$ cat src/sv/bdt_pkg.sv
// ---------------------------------------------------------------------------
// bdt_pkg: shared constants, tables and types for the bearing/distance block
// Holds the arctangent table, the CORDIC gain and the side-band item type.
// ---------------------------------------------------------------------------
`default_nettype none

package bdt_pkg;

  localparam int COORD_BITS_DEF    = 20;
  localparam int ANGLE_BITS_DEF    = 16;
  localparam int CORDIC_STAGES_DEF = 16;

  localparam int FRAC_BITS    = 16;
  localparam int HEAD_BITS    = 16;
  localparam int DIST_BITS    = 21;
  localparam int ATAN_ENTRIES = 24;

  localparam logic [31:0] HALF_TURN = 32'h8000_0000;
  localparam logic [63:0] KINF_Q32  = 64'd2608131496;
  localparam logic [63:0] KCORR_Q32 = 64'd1738754331;

  // atan(2^-i) as a Q32 fraction of a full turn, truncated
  function automatic logic [31:0] atan_turn(input int idx);
    logic [31:0] a;
    case (idx)
      0:       a = 32'h2000_0000;
      1:       a = 32'h12E4_051E;
      2:       a = 32'h09FB_385B;
      3:       a = 32'h0511_11D4;
      4:       a = 32'h028B_0D43;
      5:       a = 32'h0145_D7E1;
      6:       a = 32'h00A2_F61E;
      7:       a = 32'h0051_7C55;
      8:       a = 32'h0028_BE53;
      9:       a = 32'h0014_5F2F;
      10:      a = 32'h000A_2F98;
      11:      a = 32'h0005_17CC;
      12:      a = 32'h0002_8BE6;
      13:      a = 32'h0001_45F3;
      14:      a = 32'h0000_A2F9;
      15:      a = 32'h0000_517C;
      16:      a = 32'h0000_28BE;
      17:      a = 32'h0000_145F;
      18:      a = 32'h0000_0A2F;
      19:      a = 32'h0000_0517;
      20:      a = 32'h0000_028B;
      21:      a = 32'h0000_0145;
      22:      a = 32'h0000_00A2;
      23:      a = 32'h0000_0051;
      default: a = 32'h0000_0000;
    endcase
    return a;
  endfunction

  // Q32 inverse CORDIC gain for a given number of micro-rotations
  function automatic logic [31:0] gain_q32(input int stages);
    int          sh;
    logic [63:0] corr;
    sh   = 2 * stages;
    corr = 64'd0;
    if (sh < 63) begin
      corr = (KCORR_Q32 + (64'd1 << (sh - 1))) >> sh;
    end
    return 32'(KINF_Q32 + corr);
  endfunction

  typedef struct packed {
    logic                 kind;
    logic [HEAD_BITS-1:0] start_heading;
    logic [HEAD_BITS-1:0] target_heading;
    logic                 zero;
  } bdt_side_t;

endpackage

`default_nettype wire

$ cat src/sv/bdt_cell.sv
// ---------------------------------------------------------------------------
// bdt_cell: one CORDIC vectoring micro-rotation
// Drives y towards zero by a fixed angle step and hands the result on.
// ---------------------------------------------------------------------------
`default_nettype none

module bdt_cell import bdt_pkg::*; #(
  parameter int DATA_W = COORD_BITS_DEF + FRAC_BITS + 4,
  parameter int IDX    = 0
) (
  input  wire logic                     clk,
  input  wire logic                     en,
  input  wire logic signed [DATA_W-1:0] x_in,
  input  wire logic signed [DATA_W-1:0] y_in,
  input  wire logic        [31:0]       z_in,
  input  wire bdt_side_t                side_in,
  output logic signed [DATA_W-1:0]      x_out,
  output logic signed [DATA_W-1:0]      y_out,
  output logic        [31:0]            z_out,
  output bdt_side_t                     side_out
);

  localparam logic [31:0] ATAN = atan_turn(IDX);

  logic signed [DATA_W-1:0] xs;
  logic signed [DATA_W-1:0] ys;
  logic signed [DATA_W-1:0] x_next;
  logic signed [DATA_W-1:0] y_next;
  logic        [31:0]       z_next;

  always_comb begin
    xs = x_in >>> IDX;
    ys = y_in >>> IDX;
    if (!y_in[DATA_W-1]) begin
      x_next = x_in + ys;
      y_next = y_in - xs;
      z_next = z_in + ATAN;
    end else begin
      x_next = x_in - ys;
      y_next = y_in + xs;
      z_next = z_in - ATAN;
    end
  end

  always_ff @(posedge clk) begin
    if (en) begin
      x_out    <= x_next;
      y_out    <= y_next;
      z_out    <= z_next;
      side_out <= side_in;
    end
  end

endmodule

`default_nettype wire

$ cat config.mk
export PLATFORM = sky130hd
export DESIGN_NAME = bdt_cell
export DESIGN_NICKNAME = d
export VERILOG_FILES = /design/src/sv/bdt_pkg.sv /design/src/sv/bdt_cell.sv
export SDC_FILE = /design/constraint.sdc
export NUM_CORES = 1
export LEC_CHECK = 0
export ABC_AREA = 1
export BUFFER_PORTS_ARGS = -buffer_cell sky130_fd_sc_hd__buf_2
export CAP_MARGIN = 20
export CORE_MARGIN = 4
export CORE_UTILIZATION = 42
export CTS_BUF_LIST = sky130_fd_sc_hd__clkbuf_8
export DETAILED_ROUTE_END_ITERATION = 8
export GPL_TIMING_DRIVEN = 0
export PLACE_DENSITY_LB_ADDON = 0.25
export SLEW_MARGIN = 20
export SYNTH_ARGS = -nofsm -noshare
export SYNTH_HDL_FRONTEND = slang
export SYNTH_SLANG_ARGS = --single-unit
$ cat constraint.sdc
create_clock -name clk -period 6.3 [get_ports clk]
set_clock_uncertainty 0.15 [all_clocks]
set_input_delay 0.63 -clock clk [delete_from_list [all_inputs] [get_ports clk]]
set_output_delay 0.63 -clock clk [all_outputs]
set_load 0.02 [all_outputs]
Word level (Yosys, flattened, before mapping) --
Cells that the tools add are included.
Word-level totals: register bits after elaboration 146, input bits 148, output and inout port bits 146, logic and storage cells 15
Cells by class: add/subtract/negate cells 5, mux-type cells 3
Operator list (count):
- $mux 40 | 2
- $sub 40x40->40 | 2
- $add 40x40->40 | 1
- $add 32x30->32 const B | 1
- $mux 32 | 1
- $sub 32x30->32 const B | 1

Depth between registers and ports, before layout --
depth in word-level cells 2, mapped depth 18

Worst setup path after synthesis --
Ideal clock, no wire load.
kind input to register, from in x_in[0], to reg x_out[28] (data pin), setup time 253 ps, data arrival time 2110 ps, data required time 5897 ps, setup slack 3787 ps, stages 15, path buffers 0, cells stage by stage inv_1 -> ha_1 -> fa_1 -> inv_1 -> nand2_1 -> nand3_1 -> inv_1 -> nor2_1 -> nand2_1 -> nand3_2 -> nand2_1 -> nand2_1 -> nand2_1 -> nand3_1 -> nand2_1
On the way: cells in the longest elaborated chain, start to end 2
Ends and longest elaborated chain:
- from (decl) | RTL line bdt_cell.sv:13 | input wire logic signed [DATA_W-1:0] x_in,
- $add 40x40->40 or $sub 40x40->40 (tied branches) | RTL line bdt_cell.sv:35, bdt_cell.sv:39
- $mux 40 (*) | RTL line bdt_cell.sv:34 | if (!y_in[DATA_W-1]) begin
- via x_next[28] | RTL line bdt_cell.sv:27 | logic signed [DATA_W-1:0] x_next;
- to (signal assigned) | RTL line bdt_cell.sv:47 | x_out <= x_next;
- to (decl) | RTL line bdt_cell.sv:17 | output logic signed [DATA_W-1:0] x_out,
Mark *: on every way through the listed nets, which the timed path passes. The rest lies on a longest branch. A chain may end at the register's enable or synchronous reset.

Worst setup path in the final report --
from in y_in[39], to reg x_out[7] (data pin)
On the way: cells in the longest elaborated chain, start to end 1
Ends and longest elaborated chain:
- from (decl) | RTL line bdt_cell.sv:14 | input wire logic signed [DATA_W-1:0] y_in,
- $mux 40 | RTL line bdt_cell.sv:34
- via x_next[7] | RTL line bdt_cell.sv:27
The timed path passes the listed nets, and every way through them passes these cells.

==> key figures <==
Run status
  • Status: completed

Placement
  • HPWL after DPL: 47.8 mm
  • Dpl ws: 2880 ps
  • Routability cong.: just under 1
  • Dpl cells: around 2800
  • Port bufs: a little under 300

Floorplan
  • Chip width: 190 um
  • Top-level I/O count: between 200 and 300
  • Core box area: 32600 um2
  • Initial Util: 42.8%
  • Die footprint: 36200 um2
  • Die Ht: ~190 um
  • Num rows: 66

Critical path
  • Critical path type: in -> reg
  • Critical path required time: 6360 ps
  • CP arrival: 3020 ps
  • Worst path cell trace: clkbuf_1 -> clkbuf_1 -> clkbuf_1 -> o22ai_1
  • Worst Setup End Kind: flop
  • Critical path launch point type: input pin
  • Critical Path Slowest Stage Cell: clkbuf_1
  • Critical path's most frequent cell: clkbuf_1
  • Crit-path max FO: 10
  • CP peak stage delay: 950 ps

Cells and area
  • Most common cell after layout, fill and taps aside: nand2_1
  • Most frequent cells in the layout: nand2_1 (631), inv_1 (327), buf_2 (297)
  • Final layout net count: 2622
  • Area Overhead vs Synth: 17.5%
  • Area occupied by multi-input gates: about 8000 um2
  • Share of cells above drive strength 1: 18.9%
  • Diodes inserted: 0
  • Non-filler cells, final: ~2800
  • Fill count: 3358
  • FF+latch area: 4350 um2

Synthesis
  • Register area share after synthesis: 31.2%
  • Synth Net Count: 2310
  • Synth Area in Simple Gates: 32.8%
  • Number of synthesized flops with an enable pin: 145
  • Synth top area share: 31.2%
  • Register bit total from synthesis: approximately 150
  • Post-synthesis mux area share: less than 1%
  • Synth Area in XOR/XNOR: 1.95%
  • Synth Area in Compound Gates: 10.9%
  • Mapped cell area: roughly 14000 um2
  • Main flop type after synthesis: edfxtp_1
  • Syn. warnings: 0
  • Syn_area_per_cell: 6.83 um2
  • Yosys cell types: 42
  • Largest area contributor in the netlist: edfxtp_1
  • Post-synthesis async set-or-reset flop share: 0%
  • Largest family of logic cells by synthesized area: simple AND/OR/NAND/NOR gates
  • Synth top area cells: edfxtp_1 (31%), nand2_1 (17%), ha_1 (10%)
  • Cells after Synth: 2041
  • Synth Area in Adders: 11.1%

Pwr
  • Power density cells: between 200 and 250 nW/um2
  • Clock power share: between 20% and 30%
  • Cell internal pwr: 1.97 mW
  • P_sw: 1.42 mW
  • Switching Fraction: 41.9%
  • VDD IR max: 0.000118 V
  • Comb power frac: 40.7%
  • Reg power frac: between 30% and 40%
  • LEAKAGE: around 8.5 nW

CTS
  • TritonCTS clock tree: built
  • Setup Buffers After CTS: 0
  • Cts hold-fix bufs: 0
  • CTS Root Cell: clkbuf_8
  • Max clock buf depth: 2
  • Cts bufs inserted: 17
  • Clock transition at path regs: 100 ps
  • Resized cells post-CTS: 0
  • H-Tree Depth: 4
  • Sinks on Clock Net: 145

STA
  • Slew Limit Fails: 0
  • Relative slew slack: 20.2%
  • Final Hold Fails: 0
  • Minimum clock period: 2960 ps
  • Worst hold slack: roughly 160 ps
  • Setup tns final: 0 ps
  • Worst-Margin Slew: 1200 ps
  • Setup WS post-layout: 3340 ps
  • RSZ-0062 raised after global routing: no
  • Crit share post-route: 47.0%
  • Final setup viols: 0
  • FMAX: between 300 and 400 MHz

GRT
  • First-pass GRT wire length: 83.6 mm
  • Grt ovf: 0
  • Number of global-route vias before repair: 14200
  • Largest net degree at the start of global routing: approximately 110
  • Gr usage total: 30.9%
  • Initial antenna violation count: 0

Route
  • Drt via density: ~5.2
  • Vias: 14600
  • Final wirelength: 57.2 mm
  • Drt pass-1 iters: 6
  • Drt wl/cell: 20.4 um
  • Initial DRC Count: 1263
  • Antenna Nets Post-Route: 0
  • DRC: 0

Worst hold path
  • Worst hold stages: 1
  • Worst min-delay path category: in -> reg

Flow run
  • Max Cap Viol: 0
==> final timing paths <==
path                 start                 end  slack, ps
setup / recovery  y_in[39]  x_out[7]$_DFFE_PP_       3340
hold / removal     z_in[3]  z_out[3]$_DFFE_PP_        160
==> power groups by stage <==
stage	Sequential (mW)	Combinational, mW	Clock [mW]
2_1_floorplan	1.40	0.696	0
3_3_place_gp	1.25	1.34	0
3_5_place_dp	1.25	1.36	0
4_1_cts	1.23	1.36	0.807
5_1_grt	1.24	1.50	0.848
6_report	1.23	1.38	0.783
==> cell families (layout without fill, tap and decap cells) <==
| logic type | after synthesis | in the layout |
|---|---|---|
| xor+xnor | 31 | 31 |
| fa+ha+maj | 121 | 121 |
| flops | 145 | 145 |
| buf+inv | 388 | 713 |
| compound gates | 285 | 285 |
| mux | 1 | 1 |
| simple gates | 1070 | 1070 |
==> per-layer routing <==
metal | part of all wire [%] | GRT usage (%)
met1 | 44 | 42.3
met2 | 45 | 50.2
met3 | 7.9 | 4.69
met4 | 3.4 | 10.4
met5 | 0 | 0
==> critical path: cells and delay by family <==
kind / cells / cell delay [ps]
compound gates: 1 / 240
buf+inv: 3 / 2130
==> cells in the mapped netlist, types with 4 or more instances <==
cell type,number
edfxtp_1,145
nand3_1,174
nor2_4,7
nor2_2,33
o211ai_1,4
fa_1,4
nor3_1,8
o21a_1,4
nor2_1,162
nand3_2,7
inv_1,326
a21oi_1,140
buf_4,24
buf_2,6
nand4_1,13
nand2_2,16
a21o_1,4
nand3b_1,7
ha_1,117
o21ai_0,90
o21ai_1,13
o21bai_1,17
xor2_1,29
nand2_1,631
clkbuf_1,10
inv_2,6
buf_6,15
o22ai_1,6
==> sequential cells by signal, indices dropped and copies added, names as in the netlist <==
signal and cells:
side_out 34, x_out 40, y_out 39, z_out 32
==> final cells by class <==
cell class / count / area share [%]
multi-input combinational: 1508 / 48.3
sequential: 145 / 26.6
timing repair buffer: 293 / 9.15
inverter: 333 / 7.63
tap: 442 / 3.37
buffer: 55 / 2.54
clock buffer: 17 / 1.43
clock inverter: 15 / 0.977
==> stage by stage <==
stage	total power [mW]	instance area [um2]	util [%]
2_1_floorplan	2.09	13900	-
3_3_place_gp	2.59	16000	48.9
3_5_place_dp	2.61	16000	49.0
4_1_cts	3.40	16400	50.2
5_1_grt	3.59	16400	50.2
6_report	3.39	16400	50.2
Power figures use the tool's default switching activity.
