[config.mk]
export PLATFORM = sky130hd
export DESIGN_NAME = bdt_back
export DESIGN_NICKNAME = d
export VERILOG_FILES = /design/src/sv/bdt_pkg.sv /design/src/sv/bdt_back.sv
export SDC_FILE = /design/constraint.sdc
export NUM_CORES = 2
export LEC_CHECK = 0
export BUFFER_PORTS_ARGS = -buffer_cell sky130_fd_sc_hd__buf_2
export CAP_MARGIN = 15
export CELL_PAD_IN_SITES_DETAIL_PLACEMENT = 0
export CELL_PAD_IN_SITES_GLOBAL_PLACEMENT = 1
export CORE_MARGIN = 3
export CORE_UTILIZATION = 50
export DETAILED_ROUTE_END_ITERATION = 7
export PLACE_DENSITY = 0.81
export SYNTH_ARGS = -nofsm -noshare
export SYNTH_HDL_FRONTEND = slang
export SYNTH_SLANG_ARGS = --single-unit
[constraint.sdc]
create_clock -name clk -period 21.4 [get_ports clk]
set_input_delay 1.07 -clock clk [delete_from_list [all_inputs] [get_ports clk]]
set_output_delay 1.07 -clock clk [all_outputs]
set_load 0.03 [all_outputs]
[src/sv/bdt_pkg.sv]
// ---------------------------------------------------------------------------
// bdt_pkg: shared constants, tables and types for the bearing/distance block
// Holds the arctangent table, the CORDIC gain and the side-band item type.
// ---------------------------------------------------------------------------
`default_nettype none

package bdt_pkg;

  localparam int COORD_BITS_DEF    = 20;
  localparam int ANGLE_BITS_DEF    = 16;
  localparam int CORDIC_STAGES_DEF = 16;

  localparam int FRAC_BITS    = 16;
  localparam int HEAD_BITS    = 16;
  localparam int DIST_BITS    = 21;
  localparam int ATAN_ENTRIES = 24;

  localparam logic [31:0] HALF_TURN = 32'h8000_0000;
  localparam logic [63:0] KINF_Q32  = 64'd2608131496;
  localparam logic [63:0] KCORR_Q32 = 64'd1738754331;

  // atan(2^-i) as a Q32 fraction of a full turn, truncated
  function automatic logic [31:0] atan_turn(input int idx);
    logic [31:0] a;
    case (idx)
      0:       a = 32'h2000_0000;
      1:       a = 32'h12E4_051E;
      2:       a = 32'h09FB_385B;
      3:       a = 32'h0511_11D4;
      4:       a = 32'h028B_0D43;
      5:       a = 32'h0145_D7E1;
      6:       a = 32'h00A2_F61E;
      7:       a = 32'h0051_7C55;
      8:       a = 32'h0028_BE53;
      9:       a = 32'h0014_5F2F;
      10:      a = 32'h000A_2F98;
      11:      a = 32'h0005_17CC;
      12:      a = 32'h0002_8BE6;
      13:      a = 32'h0001_45F3;
      14:      a = 32'h0000_A2F9;
      15:      a = 32'h0000_517C;
      16:      a = 32'h0000_28BE;
      17:      a = 32'h0000_145F;
      18:      a = 32'h0000_0A2F;
      19:      a = 32'h0000_0517;
      20:      a = 32'h0000_028B;
      21:      a = 32'h0000_0145;
      22:      a = 32'h0000_00A2;
      23:      a = 32'h0000_0051;
      default: a = 32'h0000_0000;
    endcase
    return a;
  endfunction

  // Q32 inverse CORDIC gain for a given number of micro-rotations
  function automatic logic [31:0] gain_q32(input int stages);
    int          sh;
    logic [63:0] corr;
    sh   = 2 * stages;
    corr = 64'd0;
    if (sh < 63) begin
      corr = (KCORR_Q32 + (64'd1 << (sh - 1))) >> sh;
    end
    return 32'(KINF_Q32 + corr);
  endfunction

  typedef struct packed {
    logic                 kind;
    logic [HEAD_BITS-1:0] start_heading;
    logic [HEAD_BITS-1:0] target_heading;
    logic                 zero;
  } bdt_side_t;

endpackage

`default_nettype wire

[src/sv/bdt_back.sv]
// ---------------------------------------------------------------------------
// bdt_back: gain compensation, rounding and turn wrapping
// Scales the CORDIC magnitude, rounds the bearing and forms both turns.
// ---------------------------------------------------------------------------
`default_nettype none

module bdt_back import bdt_pkg::*; #(
  parameter int ANGLE_BITS    = ANGLE_BITS_DEF,
  parameter int CORDIC_STAGES = CORDIC_STAGES_DEF,
  parameter int DATA_W        = COORD_BITS_DEF + FRAC_BITS + 4
) (
  input  wire logic                     clk,
  input  wire logic                     en_mul,
  input  wire logic                     en_out,
  input  wire logic signed [DATA_W-1:0] x_in,
  input  wire logic        [31:0]       z_in,
  input  wire bdt_side_t                side_in,
  output logic signed [HEAD_BITS-1:0]   first_turn,
  output logic        [DIST_BITS-1:0]   distance,
  output logic signed [HEAD_BITS-1:0]   final_turn
);

  localparam int UW = (DATA_W - 1 > 33) ? DATA_W - 1 : 33;
  localparam int HW = UW - 32;
  localparam int PW = HW + 32;
  localparam int TW = PW + 2;

  localparam logic [31:0]   GAIN     = gain_q32(CORDIC_STAGES);
  localparam logic [31:0]   ROUND_Z  = 32'h1 << (31 - ANGLE_BITS);
  localparam logic [TW-1:0] ROUND_D  = {{(TW-1){1'b0}}, 1'b1} << (FRAC_BITS - 1);
  localparam logic [TW-1:0] DIST_TOP = {{(TW-DIST_BITS){1'b0}}, {DIST_BITS{1'b1}}};

  // multiply stage
  logic [UW-1:0]         ux;
  logic [63:0]           lo_prod;
  logic [PW-1:0]         hi_prod;
  logic [31:0]           zr;

  logic [31:0]           lo_hi;
  logic [PW-1:0]         hi_p;
  logic [ANGLE_BITS-1:0] bear;
  bdt_side_t             side_m;

  always_comb begin
    ux      = x_in[DATA_W-1] ? '0 : UW'(x_in[DATA_W-2:0]);
    lo_prod = {32'h0, ux[31:0]} * {32'h0, GAIN};
    hi_prod = PW'(ux[UW-1:32]) * PW'(GAIN);
    zr      = z_in + ROUND_Z;
  end

  always_ff @(posedge clk) begin
    if (en_mul) begin
      lo_hi  <= lo_prod[63:32];
      hi_p   <= hi_prod;
      bear   <= zr[31 -: ANGLE_BITS];
      side_m <= side_in;
    end
  end

  // rounding and turn stage
  logic [TW-1:0]                    t_sum;
  logic [TW-1:0]                    dq;
  logic [DIST_BITS-1:0]             dist_v;
  logic [ANGLE_BITS+HEAD_BITS-1:0]  sh_ext;
  logic [ANGLE_BITS+HEAD_BITS-1:0]  th_ext;
  logic [ANGLE_BITS-1:0]            sh_a;
  logic [ANGLE_BITS-1:0]            th_a;
  logic [ANGLE_BITS-1:0]            bsel;
  logic [ANGLE_BITS-1:0]            ft;
  logic [ANGLE_BITS-1:0]            fn;
  logic [ANGLE_BITS+HEAD_BITS-1:0]  ft_ext;
  logic [ANGLE_BITS+HEAD_BITS-1:0]  fn_ext;

  always_comb begin
    t_sum = TW'(hi_p) + TW'(lo_hi);
    dq    = (t_sum + ROUND_D) >> FRAC_BITS;
    if (side_m.zero) begin
      dist_v = '0;
    end else if (dq > DIST_TOP) begin
      dist_v = '1;
    end else begin
      dist_v = dq[DIST_BITS-1:0];
    end

    sh_ext = {{ANGLE_BITS{1'b0}}, side_m.start_heading};
    th_ext = {{ANGLE_BITS{1'b0}}, side_m.target_heading};
    sh_a   = sh_ext[ANGLE_BITS-1:0];
    th_a   = th_ext[ANGLE_BITS-1:0];
    bsel   = side_m.zero ? sh_a : bear;
    ft     = bsel - sh_a;
    fn     = th_a - bsel;
    ft_ext = {{HEAD_BITS{ft[ANGLE_BITS-1]}}, ft};
    fn_ext = {{HEAD_BITS{fn[ANGLE_BITS-1]}}, fn};
  end

  always_ff @(posedge clk) begin
    if (en_out) begin
      distance   <= dist_v;
      first_turn <= ft_ext[HEAD_BITS-1:0];
      final_turn <= side_m.kind ? fn_ext[HEAD_BITS-1:0] : '0;
    end
  end

endmodule

`default_nettype wire

* Yosys cells after proc, flatten, opt, wreduce, memory -nomap -nowiden
Cells that the tools add are included.
** Cells by class
- Add/subtract/negate cells :: 5
- $mul :: 2
- Order comparisons :: 1
- Muxes and demuxes :: 3
** Operators with widths (number)
- $mul A32 B29 Y61 const B :: 1
- $add A40 B16 Y41 const B :: 1
- $add A39 B32 Y40 :: 1
- $mux W39 :: 1
- $mul A7 B29 Y36 const B :: 1
- $add A32 B16 Y32 const B :: 1
- $sub A16 B16 Y16 :: 2
- $gt A25 B21 Y1 const B :: 1
- $mux W21 :: 1
- $mux W16 :: 1
** Storage, ports and cells
- Register bits :: 171
- Output and inout port bits :: 53

* Longest topological paths before layout
- Depth after elaboration :: 4
- Gate-level depth with buffers :: 29

* Worst setup path before layout
OpenSTA, ideal clock, no wires.
- Path type :: input -> register
- Start point :: input port x_in[39]
- End point :: register lo_hi[31] (data pin)
- Library setup time :: 261 ps
- Arrival time :: 8153 ps
- Required time :: 21139 ps
- Setup slack :: 12985 ps
- Stages :: 27
- Cells stage by stage :: clkbuf_1 > clkbuf_1 > clkbuf_1 > nor2b_1 > fa_1 > inv_1 > fa_1 > inv_1 > fa_1 > fa_1 > fa_1 > fa_1 > fa_1 > inv_1 > fa_1 > inv_1 > ha_1 > nand3_1 > o211ai_1 > a31oi_1 > o31ai_1 > o211ai_1 > a21oi_2 > o21ai_2 > a21oi_1 > o21ai_0 > xnor2_1
** On the way
- Cells in the longest elaborated chain, start to end :: 2
** Ends and longest elaborated chain
- from (decl) :: RTL line bdt_back.sv:15 : input wire logic signed [DATA_W-1:0] x_in,
- $mux W39 :: RTL line bdt_back.sv:45 : ux = x_in[DATA_W-1] ? '0 : UW'(x_in[DATA_W-2:0]);
- $mul A32 B29 Y61 :: RTL line bdt_back.sv:46 : lo_prod = {32'h0, ux[31:0]} * {32'h0, GAIN};
- via lo_prod[63] :: RTL line bdt_back.sv:35 : logic [63:0] lo_prod;
- to (signal assigned) :: RTL line bdt_back.sv:53 : lo_hi <= lo_prod[63:32];
- to (decl) :: RTL line bdt_back.sv:39 : logic [31:0] lo_hi;
The timed path passes the listed nets, and every way through them passes these cells.
A chain may end at the register's enable or synchronous reset.

* Worst setup path in the final report
Same ends and word-level chain as after synthesis.

==> impl_metrics.env <==
export IMPL_outcome="complete, no violations"
export IMPL_remaining_drc_errors=0
export IMPL_insertion_delay_ns=0.45
export IMPL_synth_compound_area_share_pct=6.58
export IMPL_cts_tree="done"
export IMPL_dp_cells=3702
export IMPL_yosysTopAreaCellShare_pct=33.8
export IMPL_max_cap_viol_count=0
export IMPL_relSlewSlack_pct=21.4
export IMPL_max_freq_mhz=101
export IMPL_cts_buffer_depth=2
export IMPL_synth_common_cells="inv_1 (830), ha_1 (509), fa_1 (501)"
export IMPL_design_core_area_um2=58100
export IMPL_ctsHoldBuffers=0
export IMPL_wl_um=69900
export IMPL_dieArea_um2=62200
export IMPL_postSynth_asyncResetShare_pct=0
export IMPL_cp_end_kind="flop"
export IMPL_synth_yosys_seq_area_share_pct=17.0
export IMPL_io_buffers=146
export IMPL_yosys_area_share_simple_pct=5.73
export IMPL_synth_largest_area_cell="fa_1"
export IMPL_die_height_um=249
export IMPL_grt_max_degree=71
export IMPL_area_delta_synth_final_pct=7.42
export IMPL_arrival_ns=10.10
export IMPL_grt_pass1_vias=21106
export IMPL_synth_xor_area_share_pct=3.75
export IMPL_pin_count=162
export IMPL_drt_vias_per_instance=5.14
export IMPL_dr_first_iter_drc_count=1126
export IMPL_synth_edf_count=168
export IMPL_worst_pin_slew_ns=1.17
export IMPL_yosys_warnings=0
export IMPL_fin_tns_setup_ns=0
export IMPL_htreeDepth=4
export IMPL_period_needed_ns=9.91
export IMPL_required_ns=21.59
export IMPL_grt_pass1_wl_um=115000
export IMPL_drt_pass1_iter_count=5
export IMPL_yosys_mux_area_fraction_pct=0.676
export IMPL_syn_nets=3926
export IMPL_avgSynthCellArea_um2=10.6
export IMPL_drive_above_1_share_pct=6.87
export IMPL_ant_nets=0
export IMPL_post_cts_buffers=0
export IMPL_ys_types=63
export IMPL_route_vias_total=19187
export IMPL_synthFlopType="edfxtp_1"
export IMPL_antenna_found_initial=1
export IMPL_yosysMostFrequentCell="inv_1"
export IMPL_gp_congestion=0.950
export IMPL_die_x_um=249
export IMPL_dp_hpwl_um=61400
export IMPL_synthCells=2807
export IMPL_cts_clk_slew_worst_paths_ns=0.06
export IMPL_cts_root_buffer="clkbuf_16"
export IMPL_grtUsageTotal_pct=23.7
export IMPL_syn_area_um2=29600
export IMPL_whs_ns=0.617
export IMPL_hold_class="reg2reg"
export IMPL_rsz0062_at_grt="no"
export IMPL_cts_buffers=17
export IMPL_critPathLaunchType="primary input"
export IMPL_skew_ns=0.00991
export IMPL_rows=88
export IMPL_critPathMaxFanout=55
export IMPL_ys_ff_latch=168
export IMPL_synth_fa_ha_area_share_pct=55.3
export IMPL_yosys_top_cells_area="fa_1 (34%), ha_1 (21%), edfxtp_1 (17%), inv_1 (11%), xnor2_1 (2.5%)"
export IMPL_slew_viol_final=0
export IMPL_wl_per_cell_um=18.7
export IMPL_setup_violations=0
export IMPL_grt_overflow=0
export IMPL_fin_nets=4075
export IMPL_synth_top_family_by_area="adder cells"
export IMPL_cts_repair_resize_count=0
export IMPL_cts_sinks=168
export IMPL_critical_path_class="in2reg"
export IMPL_start_util_pct=51.0
export IMPL_hold_viol_final=0
export IMPL_fin_cells=3735
export IMPL_fin_crit_sh_pct=46.3
stage by stage:
stage	util, %	setup slack (ns)	area [um^2]
floorplan	-	12.99	29600
global placement	53.8	11.04	31300
detailed placement	53.8	11.01	31300
CTS	54.7	11.48	31800
global route	54.7	11.04	31800
finish	54.7	11.49	31800
final cells by class:
cell class	instances	area, um^2
fillers	5120	26300
inverters	830	3120
multi-input cells	1784	21400
repair buffers	155	801
clock inverters	14	124
clock buffers	17	425
well taps	765	957
flip-flops and latches	168	5040
diodes	2	5.00
final timing paths:
kind,from,end,slack [ns],cells after the start
setup / recovery,x_in[39],lo_hi[31],11.49,27
hold / removal,hi_p[37],distance[20],0.62,2
setup reg to reg,side_m[0],final_turn[15],17.43,13
hold reg to reg,hi_p[37],distance[20],0.62,2
layout by cell type, fill, tap and decap left out, drive strengths merged, types with 44 or more instances in the layout:
master and instances:
a21o 55, a21oi 105, buf 155, edfxtp 168, fa 501, ha 509, inv 834, nand2 61
nand2b 47, nor2 71, xnor2 83, xor2 44
registers in the layout (all words and copies together), names as in the netlist:
name        flops
final_turn     16
first_turn     16
sh_a           16
distance       21
th_a           16
side_m          2
hi_p           36
bear           16
lo_hi          29
cell families after synthesis:
kind of cell | after synthesis
flops | 168
mux | 20
compound gates | 298
simple gates | 329
xor+xnor | 127
fa+ha+maj | 1010
buf+inv | 855
worst max-delay path, stage by stage:
cell	delay, ns
buf_2	0.07
buf_4	0.51
nand2b_1	0.60
inv_1	0.32
ha_1	0.45
inv_1	0.08
fa_1	0.49
fa_1	0.52
fa_1	0.51
inv_1	0.05
fa_1	0.60
fa_1	0.45
fa_1	0.50
inv_1	0.05
fa_1	0.51
inv_1	0.05
ha_1	0.34
nand3_1	0.16
o211ai_1	0.21
a31oi_1	0.09
o31ai_1	0.94
o211ai_1	0.39
a21oi_2	0.30
o21ai_2	0.12
a21oi_1	0.33
o21ai_0	0.21
xnor2_1	0.16
per-layer routing:
layer | vias to the layer above | share of wire (%) | GRT usage [%]
met5 | - | 0.017 | 0
met4 | 2 | 1.6 | 4.64
met3 | 54 | 5.8 | 4.10
met1 | 9556 | 47 | 33.9
li1 | 9147 | - | -
met2 | 428 | 46 | 38.2
Power is left out: the tool's default activity adds up to more than one toggle a clock period on the data nets, which glitch-free logic cannot reach.
