## config.mk

```make
export PLATFORM = sky130hd
export DESIGN_NAME = bdt_front
export DESIGN_NICKNAME = d
export VERILOG_FILES = /design/src/sv/bdt_pkg.sv /design/src/sv/bdt_front.sv
export SDC_FILE = /design/constraint.sdc
export NUM_CORES = 1
export LEC_CHECK = 0
export ABC_AREA = 1
export BUFFER_PORTS_ARGS = -buffer_cell sky130_fd_sc_hd__buf_2
export CAP_MARGIN = 20
export CORE_ASPECT_RATIO = 0.8
export CORE_MARGIN = 5
export CORE_UTILIZATION = 53
export CTS_CLUSTER_DIAMETER = 40
export DETAILED_ROUTE_END_ITERATION = 12
export PLACE_DENSITY = 0.81
export SYNTH_ARGS = -nofsm -noshare
export SYNTH_HDL_FRONTEND = slang
export SYNTH_SLANG_ARGS = --single-unit
export TNS_END_PERCENT = 100
```

## constraint.sdc

```tcl
create_clock -name clk -period 1.73 [get_ports clk]
set_input_delay 0 -clock clk [delete_from_list [all_inputs] [get_ports clk]]
set_output_delay 0 -clock clk [all_outputs]
set_load 0.005 [all_outputs]
```

## src/sv/bdt_pkg.sv

```systemverilog
// ---------------------------------------------------------------------------
// bdt_pkg: shared constants, tables and types for the bearing/distance block
// Holds the arctangent table, the CORDIC gain and the side-band item type.
// ---------------------------------------------------------------------------
`default_nettype none

package bdt_pkg;

  localparam int COORD_BITS_DEF    = 20;
  localparam int ANGLE_BITS_DEF    = 16;
  localparam int CORDIC_STAGES_DEF = 16;

  localparam int FRAC_BITS    = 16;
  localparam int HEAD_BITS    = 16;
  localparam int DIST_BITS    = 21;
  localparam int ATAN_ENTRIES = 24;

  localparam logic [31:0] HALF_TURN = 32'h8000_0000;
  localparam logic [63:0] KINF_Q32  = 64'd2608131496;
  localparam logic [63:0] KCORR_Q32 = 64'd1738754331;

  // atan(2^-i) as a Q32 fraction of a full turn, truncated
  function automatic logic [31:0] atan_turn(input int idx);
    logic [31:0] a;
    case (idx)
      0:       a = 32'h2000_0000;
      1:       a = 32'h12E4_051E;
      2:       a = 32'h09FB_385B;
      3:       a = 32'h0511_11D4;
      4:       a = 32'h028B_0D43;
      5:       a = 32'h0145_D7E1;
      6:       a = 32'h00A2_F61E;
      7:       a = 32'h0051_7C55;
      8:       a = 32'h0028_BE53;
      9:       a = 32'h0014_5F2F;
      10:      a = 32'h000A_2F98;
      11:      a = 32'h0005_17CC;
      12:      a = 32'h0002_8BE6;
      13:      a = 32'h0001_45F3;
      14:      a = 32'h0000_A2F9;
      15:      a = 32'h0000_517C;
      16:      a = 32'h0000_28BE;
      17:      a = 32'h0000_145F;
      18:      a = 32'h0000_0A2F;
      19:      a = 32'h0000_0517;
      20:      a = 32'h0000_028B;
      21:      a = 32'h0000_0145;
      22:      a = 32'h0000_00A2;
      23:      a = 32'h0000_0051;
      default: a = 32'h0000_0000;
    endcase
    return a;
  endfunction

  // Q32 inverse CORDIC gain for a given number of micro-rotations
  function automatic logic [31:0] gain_q32(input int stages);
    int          sh;
    logic [63:0] corr;
    sh   = 2 * stages;
    corr = 64'd0;
    if (sh < 63) begin
      corr = (KCORR_Q32 + (64'd1 << (sh - 1))) >> sh;
    end
    return 32'(KINF_Q32 + corr);
  endfunction

  typedef struct packed {
    logic                 kind;
    logic [HEAD_BITS-1:0] start_heading;
    logic [HEAD_BITS-1:0] target_heading;
    logic                 zero;
  } bdt_side_t;

endpackage

`default_nettype wire

```

## src/sv/bdt_front.sv

```systemverilog
// ---------------------------------------------------------------------------
// bdt_front: offset and half-plane pre-rotation
// Forms dx/dy, then folds the left half plane onto the right one.
// ---------------------------------------------------------------------------
`default_nettype none

module bdt_front import bdt_pkg::*; #(
  parameter int COORD_BITS = COORD_BITS_DEF,
  parameter int DATA_W     = COORD_BITS_DEF + FRAC_BITS + 4
) (
  input  wire logic                        clk,
  input  wire logic                        en_diff,
  input  wire logic                        en_rot,
  input  wire logic                        kind,
  input  wire logic signed [COORD_BITS-1:0] start_x,
  input  wire logic signed [COORD_BITS-1:0] start_y,
  input  wire logic        [HEAD_BITS-1:0]  start_heading,
  input  wire logic signed [COORD_BITS-1:0] target_x,
  input  wire logic signed [COORD_BITS-1:0] target_y,
  input  wire logic        [HEAD_BITS-1:0]  target_heading,
  output logic signed [DATA_W-1:0]         x_out,
  output logic signed [DATA_W-1:0]         y_out,
  output logic        [31:0]               z_out,
  output bdt_side_t                        side_out
);

  logic signed [COORD_BITS:0] dx;
  logic signed [COORD_BITS:0] dy;
  bdt_side_t                  side_d;

  logic signed [DATA_W-1:0] dx_w;
  logic signed [DATA_W-1:0] dy_w;
  logic                     neg;

  // offset stage
  always_ff @(posedge clk) begin
    if (en_diff) begin
      dx <= {target_x[COORD_BITS-1], target_x} - {start_x[COORD_BITS-1], start_x};
      dy <= {target_y[COORD_BITS-1], target_y} - {start_y[COORD_BITS-1], start_y};
      side_d.kind           <= kind;
      side_d.start_heading  <= start_heading;
      side_d.target_heading <= target_heading;
      side_d.zero           <= (target_x == start_x) && (target_y == start_y);
    end
  end

  always_comb begin
    dx_w = {{(DATA_W-COORD_BITS-1){dx[COORD_BITS]}}, dx} <<< FRAC_BITS;
    dy_w = {{(DATA_W-COORD_BITS-1){dy[COORD_BITS]}}, dy} <<< FRAC_BITS;
    neg  = dy[COORD_BITS];
  end

  // pre-rotation stage: rotate by half a turn when dy is negative
  always_ff @(posedge clk) begin
    if (en_rot) begin
      x_out    <= neg ? -dy_w : dy_w;
      y_out    <= neg ? -dx_w : dx_w;
      z_out    <= neg ? HALF_TURN : 32'h0;
      side_out <= side_d;
    end
  end

endmodule

`default_nettype wire

```

# --- Word level (Yosys, flattened, before mapping) ---
# Index checks and enable logic that the tools add are counted.
classes:
  n_addsub: 4
  n_reduce_logical: 1
  mux: 3
  eq_ne: 2
ops:
  columns: ["cell", "n"]
  rows:
  - ["37-bit negation with 40-bit output", 2]
  - ["20-bit by 20-bit subtractor with 21-bit output", 2]
  - ["20-bit equality test", 2]
  - ["40-bit 2-to-1 mux", 1]
  - ["36-bit 2-to-1 mux", 1]
  - ["32-bit 2-to-1 mux", 1]
  - ["1-bit logical AND", 1]
word_totals:
  in_bits: 116
  wordCells: 25
  ff_bits: 222
  output_inout_bits: 146

# --- Longest topological paths before layout ---
# Gate-level depths: netlist of the first run.
logic_depth:
  ltp_word: 2
  depth_mapped: 12
  ltp_nobuf: 12

# --- Worst setup path before layout of the first run ---
# No wires, ideal clock.
synth_timing:
  path_type: "input -> register"
  from: "in target_x[0]"
  to: "reg dx[12], data pin"
  cell_stages: 11
  path_slack_ns: 0.252
  n_path_buf: 0
  setup_ns: 0.252
  required_ns: 1.478
  t_arrival_ns: 1.226
  cell_sequence: "inv_1 > ha_1 > fa_1 > inv_1 > nand3_1 > nand3_1 > nand3_1 > nand2_2 > nand2_1 > nand3_1 > nand2_1"
synth_via:
  elab_chain_len: 1
synth_rtl:
  columns: ["element", "line_no", "rtl"]
  rows:
  - ["start: declaration", "bdt_front.sv:18", "input wire logic signed [COORD_BITS-1:0] target_x,"]
  - ["20-bit by 20-bit subtractor with 21-bit output", "bdt_front.sv:38", "dx <= {target_x[COORD_BITS-1], target_x} - {start_x[COORD_BITS-1], start_x};"]
  - ["end signal: assignment", "bdt_front.sv:38", null]
  - ["end: declaration", "bdt_front.sv:27", "logic signed [COORD_BITS:0] dx;"]
# Every way passes these cells.
# A chain may end at the register's enable or synchronous reset.

# --- Final worst setup path of the first run ---
layout_timing:
  from: "reg dy[0]"
  to: "reg x_out[30], data pin"
layout_via:
  elab_chain_len: 2
layout_rtl:
  columns: ["element", "line_no", "rtl"]
  rows:
  - ["start: declaration", "bdt_front.sv:28", "logic signed [COORD_BITS:0] dy;"]
  - ["start signal: assignment", "bdt_front.sv:39", "dy <= {target_y[COORD_BITS-1], target_y} - {start_y[COORD_BITS-1], start_y};"]
  - ["37-bit negation with 40-bit output", "bdt_front.sv:56", "x_out <= neg ? -dy_w : dy_w;"]
  - ["36-bit 2-to-1 mux", "bdt_front.sv:56", null]
  - ["end signal: assignment", "bdt_front.sv:56", null]
  - ["end: declaration", "bdt_front.sv:21", "output logic signed [DATA_W-1:0] x_out,"]
# Every way passes these cells.

==> results of run 1 <==
==> logic make-up after synthesis <==
kind of cell	Yosys count
XOR/XNOR	51
other	1
adder cells (fa/ha/maj)	44
flip-flops	159
AND/OR/NAND/NOR	447
AO/OA/AOI/OAI	55
buffers and inverters	244
==> worst max-delay path by stage <==
stage	start	end	slack [ps]	depth (start not counted)
after floorplan	target_x[0]	dx[12]$_DFFE_PP_	250	11
after global placement	start_y[0]	dy[16]$_DFFE_PP_	60	11
after detailed placement	start_y[0]	dy[12]$_DFFE_PP_	-4	11
after CTS	dx[0]$_DFFE_PP_	y_out[34]$_DFFE_PP_	40	8
after global routing	dx[0]$_DFFE_PP_	y_out[34]$_DFFE_PP_	-20	8
final	dy[0]$_DFFE_PP_	x_out[30]$_DFFE_PP_	80	7
==> cells in the final DEF, fill, tap and decap left out, types with 17 or more instances in the layout <==
cell / instances
conb_1: 66
buf_2: 196
a21oi_1: 26
dlygate4sd3_1: 33
nand3_1: 51
clkbuf_16: 17
inv_1: 167
edfxtp_1: 159
xor2_1: 44
nand2_1: 260
nor2_1: 74
ha_1: 41
==> sequential cells by signal, summed over array words and instances, names as in the netlist <==
name	flops
dx	21
dy	21
side_d	34
side_out	34
x_out	24
y_out	24
z_out	1
==> through the flow <==
step	power [mW]	cells	hold WS [ps]
after global routing	11.8	1491	17.0
after global placement	7.20	1427	177
after CTS	11.3	1491	19.8
final	11.2	1491	29.3
after detailed placement	7.27	1427	179
after floorplan	6.49	1066	98.9
==> synth_stat cells, drive strengths merged <==
master	count	share of area [%]
fa	2	0.44
nand3	58	3.5
o31ai	4	0.33
a21o	1	0.082
conb	1	0.041
ha	42	5.7
edfxtp	159	52
or2	1	0.068
clkbuf	1	0.041
inv	175	7.2
nor4b	1	0.16
buf	67	5.4
o21bai	8	0.66
o211ai	1	0.082
clkinv	1	0.041
nand4	9	0.61
nor2	83	3.6
nor3	15	0.82
a21oi	26	1.4
o21ai	15	0.82
xor2	44	4.2
and2	4	0.33
nand2	276	12
xnor2	7	0.67
==> area by class of cell <==
type | count | area share (%)
clock buffer | 18 | 3.81
clock inverter | 13 | 1.86
inverter | 176 | 5.86
multi-input combinational | 663 | 31.1
sequential | 159 | 42.3
tap | 225 | 2.50
timing repair buffer | 237 | 12.5
==> metal layers <==
layer / GRT usage (%) / vias up / share of wire [%]
li1: - / 3588 / -
met5: 0 / - / 0
met3: 3.96 / 19 / 8.5
met2: 28.4 / 291 / 42
met1: 30.3 / 3140 / 48
met4: 4.60 / 0 / 1.2
==> power by group <==
group / total (mW) / leakage [nW] / internal [mW] / switching [mW]
registers: 5.05 / 1.56 / 4.87 / 0.186
clock network: 3.96 / 0.314 / 2.56 / 1.40
logic: 2.23 / 3.70 / 0.876 / 1.35
total: 11.2 / 5.58 / 8.31 / 2.94
==> tightest hold or removal path: cells and delay by family <==
kind / cells / cell delay, ps
fa+ha+maj: 1 / 160
buf+inv: 2 / 120
==> timing repair <==
item,in CTS,in global routing
gates resized for setup,0,11
setup buffers,0,0
hold buffers,33,0
endpoints found under the hold margin,33,0
setup endpoints to repair,0,10
==> summary.md, run 1 <==
| Metric | Value |
|---|---|
| Status | completed |
| Power per cell area | 997 nW/µm² |
| Area share of xor/xnor cells in the synthesized design | 4.87% |
| Routability congestion estimate | 0.890 |
| Max VDD drop | 0.731 mV |
| Post-DR wirelength/cell | 13.4 µm |
| CTS Root Cell | clkbuf_16 |
| CP delay by family, top | simple AND/OR/NAND/NOR gates |
| Reg area | 4770 µm² |
| Core area | 17200 µm² |
| CTS tree | done |
| Post-Synth Adder-Cell Area | 6.17% |
| RSZ-0062 raised after global routing | true |
| Avg Vias per Cell | 4.72 |
| DRT antenna net count | 0 |
| Share of post-route cells with drive strength above 1 | 22.0% |
| Final WL | 20.0 mm |
| Setup ws final | 76.5 ps |
| Initial DRC count | 431 |
| Kind of critical path | reg -> reg |
| Sequential share of the synthesized area | 52.1% |
| Global-route wire length before repair | 31.3 mm |
| DIE AREA | 20000 µm² |
| # setup viols final | 0 |
| Mean Syn Cell Area | 9.16 µm² |
| DP Worst Slack | -3.63 ps |
| Area delta synth->final | 23.0% |
| CP arrival | 1810 ps |
| IO Pins | 262 |
| Port buffer count | 198 |
| Reg-to-reg slack, setup | 80 ps |
| # fillers | 1418 |
| Mux share of post-synthesis cell area | 0% |
| Sink Count | 159 |
| Final Cell Area | 11300 µm² |
| Post-Syn Instances | 1001 |
| Fin crit period | 1650 ps |
| Endpoint, Worst Hold | dy[0]$_DFFE_PP_ |
| Final #Nets | 1414 |
| Pins Over Slew Limit | 0 |
| DRT Pass-1 Iters | 5 |
| Critical path buffer and inverter count | 1 |
| Num CTS Buffers | 17 |
| Critical Path, Cell by Cell | inv_1, ha_1, nand3_2, nor3_1, nand4_1, nand3_1, nand2_1 |
| R2R cell count | 7 |
| All-Layer GR Usage | 19.5% |
| DR DRC count | 0 |
| Crit Path Max Fanout | 3 |
| Simple-Gate Fraction of Synth Area | 20.8% |
| Total number of vias | 7038 |
| Crit path launch type | flop |
| Starting Density | 53.4% |
| Largest family of logic cells by synthesized area | simple AND/OR/NAND/NOR gates |
| Crit path largest cell delay | 410 ps |
| Synth Warn # | 0 |
| Max Clock Skew | 8.10 ps |
| RR Startpoint | dy[0]$_DFFE_PP_ |
| Hold depth | 3 |
| R2R Path End | x_out[30]$_DFFE_PP_ |
| Global route overflow | 0 |
| Tcrit/Tclk final | 95.6% |
| Hold_sp | start_y[0] |
| Initial antenna violation count | 0 |
| Antenna cells | 0 |
| Worst-case clock buffer depth | 2 |
| Multi-input gate area | 3510 µm² |
| Compound-cell area share of the yosys netlist | 3.38% |
| Critical-path top delay cell | edfxtp_1 |
| Clk Latency, worst-skew pair | 410 ps |
| Worst Hold Class | in -> reg |
| # rows | 43 |
| Placed cell area | 10300 µm² |
| Hpwl dp | 15.9 mm |
| Die X | 157 µm |
| Largest net degree at the start of global routing | 84 |
| CP required | 1890 ps |
| Clk slew on worst S/H paths | 60 ps |
| LEAKAGE | 5.58 nW |
| Overall die height | 128 µm |
| H-Tree Depth | 4 |
| Fin util | 65.7% |
| Vias in the first global route | 6550 |
| Final setup TNS | 0 ps |
| Synth unique cells | 32 |
| Max cap viols | 0 |
| Endpoints failing hold | 0 |
| Max frequency | 605 MHz |
| Post-Syn Area | 9170 µm² |
| CP endpoint kind | flop |
| Yosys reg bits | 159 |
No activity file was read; power rests on OpenSTA's default activity.
==> run 2, diff against run 1 <==
PLACE_DENSITY = 0.89   (was 0.81)
REMOVE_ABC_BUFFERS = 1   (was unset)
==> run 2 against run 1 <==
  * Highest routed layer unchanged
  * Power decreased by 4.3%
  * Clock skew increased by 1.3 ps
  * Critical path depth increased by 1
  * Utilization decreased by 0.61 points
  * Design area decreased by 0.92%
  * Combinational power about the same
  * Largest power group unchanged
  * Cell count decreased by 0.13%
  * Fmax increased by 2.5%
  * Flip-flop and latch count unchanged
  * Clock power decreased by 12%
  * First-iteration DRC count increased by 38%
  * Via count decreased by 0.57%
==> summary.md, run 2 (synthesis gave the netlist of run 1 again) <==
| Metric | Value |
|---|---|
| Max cap viols | 0 |
| All-Layer GR Usage | 19.2% |
| Status | completed |
| Pins Over Slew Limit | 0 |
| Worst-case clock buffer depth | 2 |
| Hpwl dp | 15.8 mm |
| Initial antenna violation count | 0 |
| Routability congestion estimate | 0.906 |
| Hold depth | 1 |
| Setup ws final | 116 ps |
| H-Tree Depth | 4 |
| CTS Root Cell | clkbuf_16 |
| Core area | 17200 µm² |
| Sink Count | 159 |
| Endpoint, Worst Hold | side_d[12]$_DFFE_PP_ |
| CP arrival | 1770 ps |
| Final Cell Area | 11200 µm² |
| DRT antenna net count | 0 |
| Critical Path, Cell by Cell | inv_1, ha_1, nand3_1, nor2_2, nand2_1, nand2_1, o21ai_1, xor2_1 |
| # fillers | 1346 |
| Tcrit/Tclk final | 93.3% |
| Hold_sp | en_diff |
| R2R Path End | y_out[28]$_DFFE_PP_ |
| Port buffer count | 198 |
| DRT Pass-1 Iters | 6 |
| Clk slew on worst S/H paths | 70 ps |
| R2R cell count | 8 |
| Top Registers | side_d x34, side_out x34 |
| Max frequency | 620 MHz |
| CTS tree | done |
| Share of post-route cells with drive strength above 1 | 21.8% |
| Worst Hold Class | in -> reg |
| DIE AREA | 20000 µm² |
| CP endpoint kind | flop |
| Avg Vias per Cell | 4.70 |
| Crit Path Max Fanout | 3 |
| Fin crit period | 1610 ps |
| Reg-to-reg slack, setup | 120 ps |
| Antenna cells | 0 |
| Starting Density | 53.4% |
| CP most frequent cell | nand2_1 |
| Placed cell area | 10300 µm² |
| Critical path buffer and inverter count | 1 |
| DR DRC count | 0 |
| Post-DR wirelength/cell | 13.4 µm |
| Post-CTS Setup Repair Bufs | 0 |
| Initial DRC count | 596 |
| Max Clock Skew | 9.43 ps |
| Crit path largest cell delay | 370 ps |
| LEAKAGE | 5.51 nW |
| Die X | 157 µm |
| Global route overflow | 0 |
| # setup viols final | 0 |
| RR Startpoint | dx[1]$_DFFE_PP_ |
| Power per cell area | 964 nW/µm² |
| Final #Nets | 1411 |
| Power Total | 10.8 mW |
| Num CTS Buffers | 17 |
| CP delay by family, top | simple AND/OR/NAND/NOR gates |
| Max VDD drop | 0.661 mV |
| CP required | 1880 ps |
| Largest net degree at the start of global routing | 84 |
| Critical-path top delay cell | edfxtp_1 |
| Vias in the first global route | 6373 |
| DP Worst Slack | 7.65 ps |
| Final WL | 19.9 mm |
| # rows | 43 |
| Commonest non-fill, non-tap cell in the layout | nand2_1 |
| Kind of critical path | reg -> reg |
| Area delta synth->final | 21.8% |
| Overall die height | 128 µm |
| IO Pins | 262 |
| Global-route wire length before repair | 30.7 mm |
| Endpoints failing hold | 0 |
| Total number of vias | 6998 |
| Crit path launch type | flop |
| Most frequent cells in the layout | nand2_1 (260), buf_2 (196), inv_1 (169) |
| Clk Latency, worst-skew pair | 410 ps |
==> run 2: cell count changes in the layout (fill, tap and decap cells not counted), sizes merged <==
| cell | previous run | this run |
|---|---|---|
| clkinv | 6 | 2 |
| bufinv | 5 | 1 |
| clkinvlp | 0 | 5 |
| inv | 178 | 182 |
| buf | 204 | 201 |
==> run 2: layout make-up <==
class                   instances  area (µm²)  share of cell area, %
clock inverters                14         133                   1.19
repair buffers                234        1390                   12.4
multi-input cells             663        3510                   31.4
clock buffers                  18         429                   3.84
inverters                     176         661                   5.91
well taps                     225         282                   2.52
flip-flops and latches        159        4770                   42.7
==> run 2: per-stage QoR <==
step	hold WS, ps	std cells	util [%]	TNS (ps)
after floorplan	98.9	998	-	-180
after global placement	177	1424	59.7	0
after detailed placement	178	1424	59.7	0
after CTS	39.6	1489	64.9	0
after global routing	43.4	1489	65.1	-55.9
final	46.5	1489	65.1	0
==> run 2: repair_timing <==
action | in CTS | in global routing
hold endpoints to repair | 33 | 0
hold buffers | 33 | 0
endpoints found under the setup margin | 0 | 7
gates resized for setup | 0 | 8
==> run 2: power by group <==
part | internal (mW) | total (mW) | leakage [nW] | switching (mW)
sequential | 4.87 | 5.06 | 1.56 | 0.196
combinational | 0.867 | 2.20 | 3.69 | 1.33
clock | 2.00 | 3.50 | 0.259 | 1.49
total | 7.74 | 10.8 | 5.51 | 3.02
==> run 2: worst max path at each step <==
stage               cells past startpoint             endpoint              from
finish                                  8  y_out[28]$_DFFE_PP_   dx[1]$_DFFE_PP_
CTS                                     8  y_out[28]$_DFFE_PP_   dx[1]$_DFFE_PP_
floorplan                               3  x_out[22]$_DFFE_PP_  dy[20]$_DFFE_PP_
detailed placement                     11     dy[16]$_DFFE_PP_        start_y[0]
global route                            6  y_out[39]$_DFFE_PP_   dx[8]$_DFFE_PP_
global placement                       11     dx[16]$_DFFE_PP_        start_x[0]
==> run 2: per-layer routing <==
layer	wire length, µm	up-vias	global-route usage (%)
met1	9520	3074	30.2
met3	1630	28	2.95
met5	0	-	0
met4	312	0	5.77
met2	8430	312	27.5
li1	-	3584	-
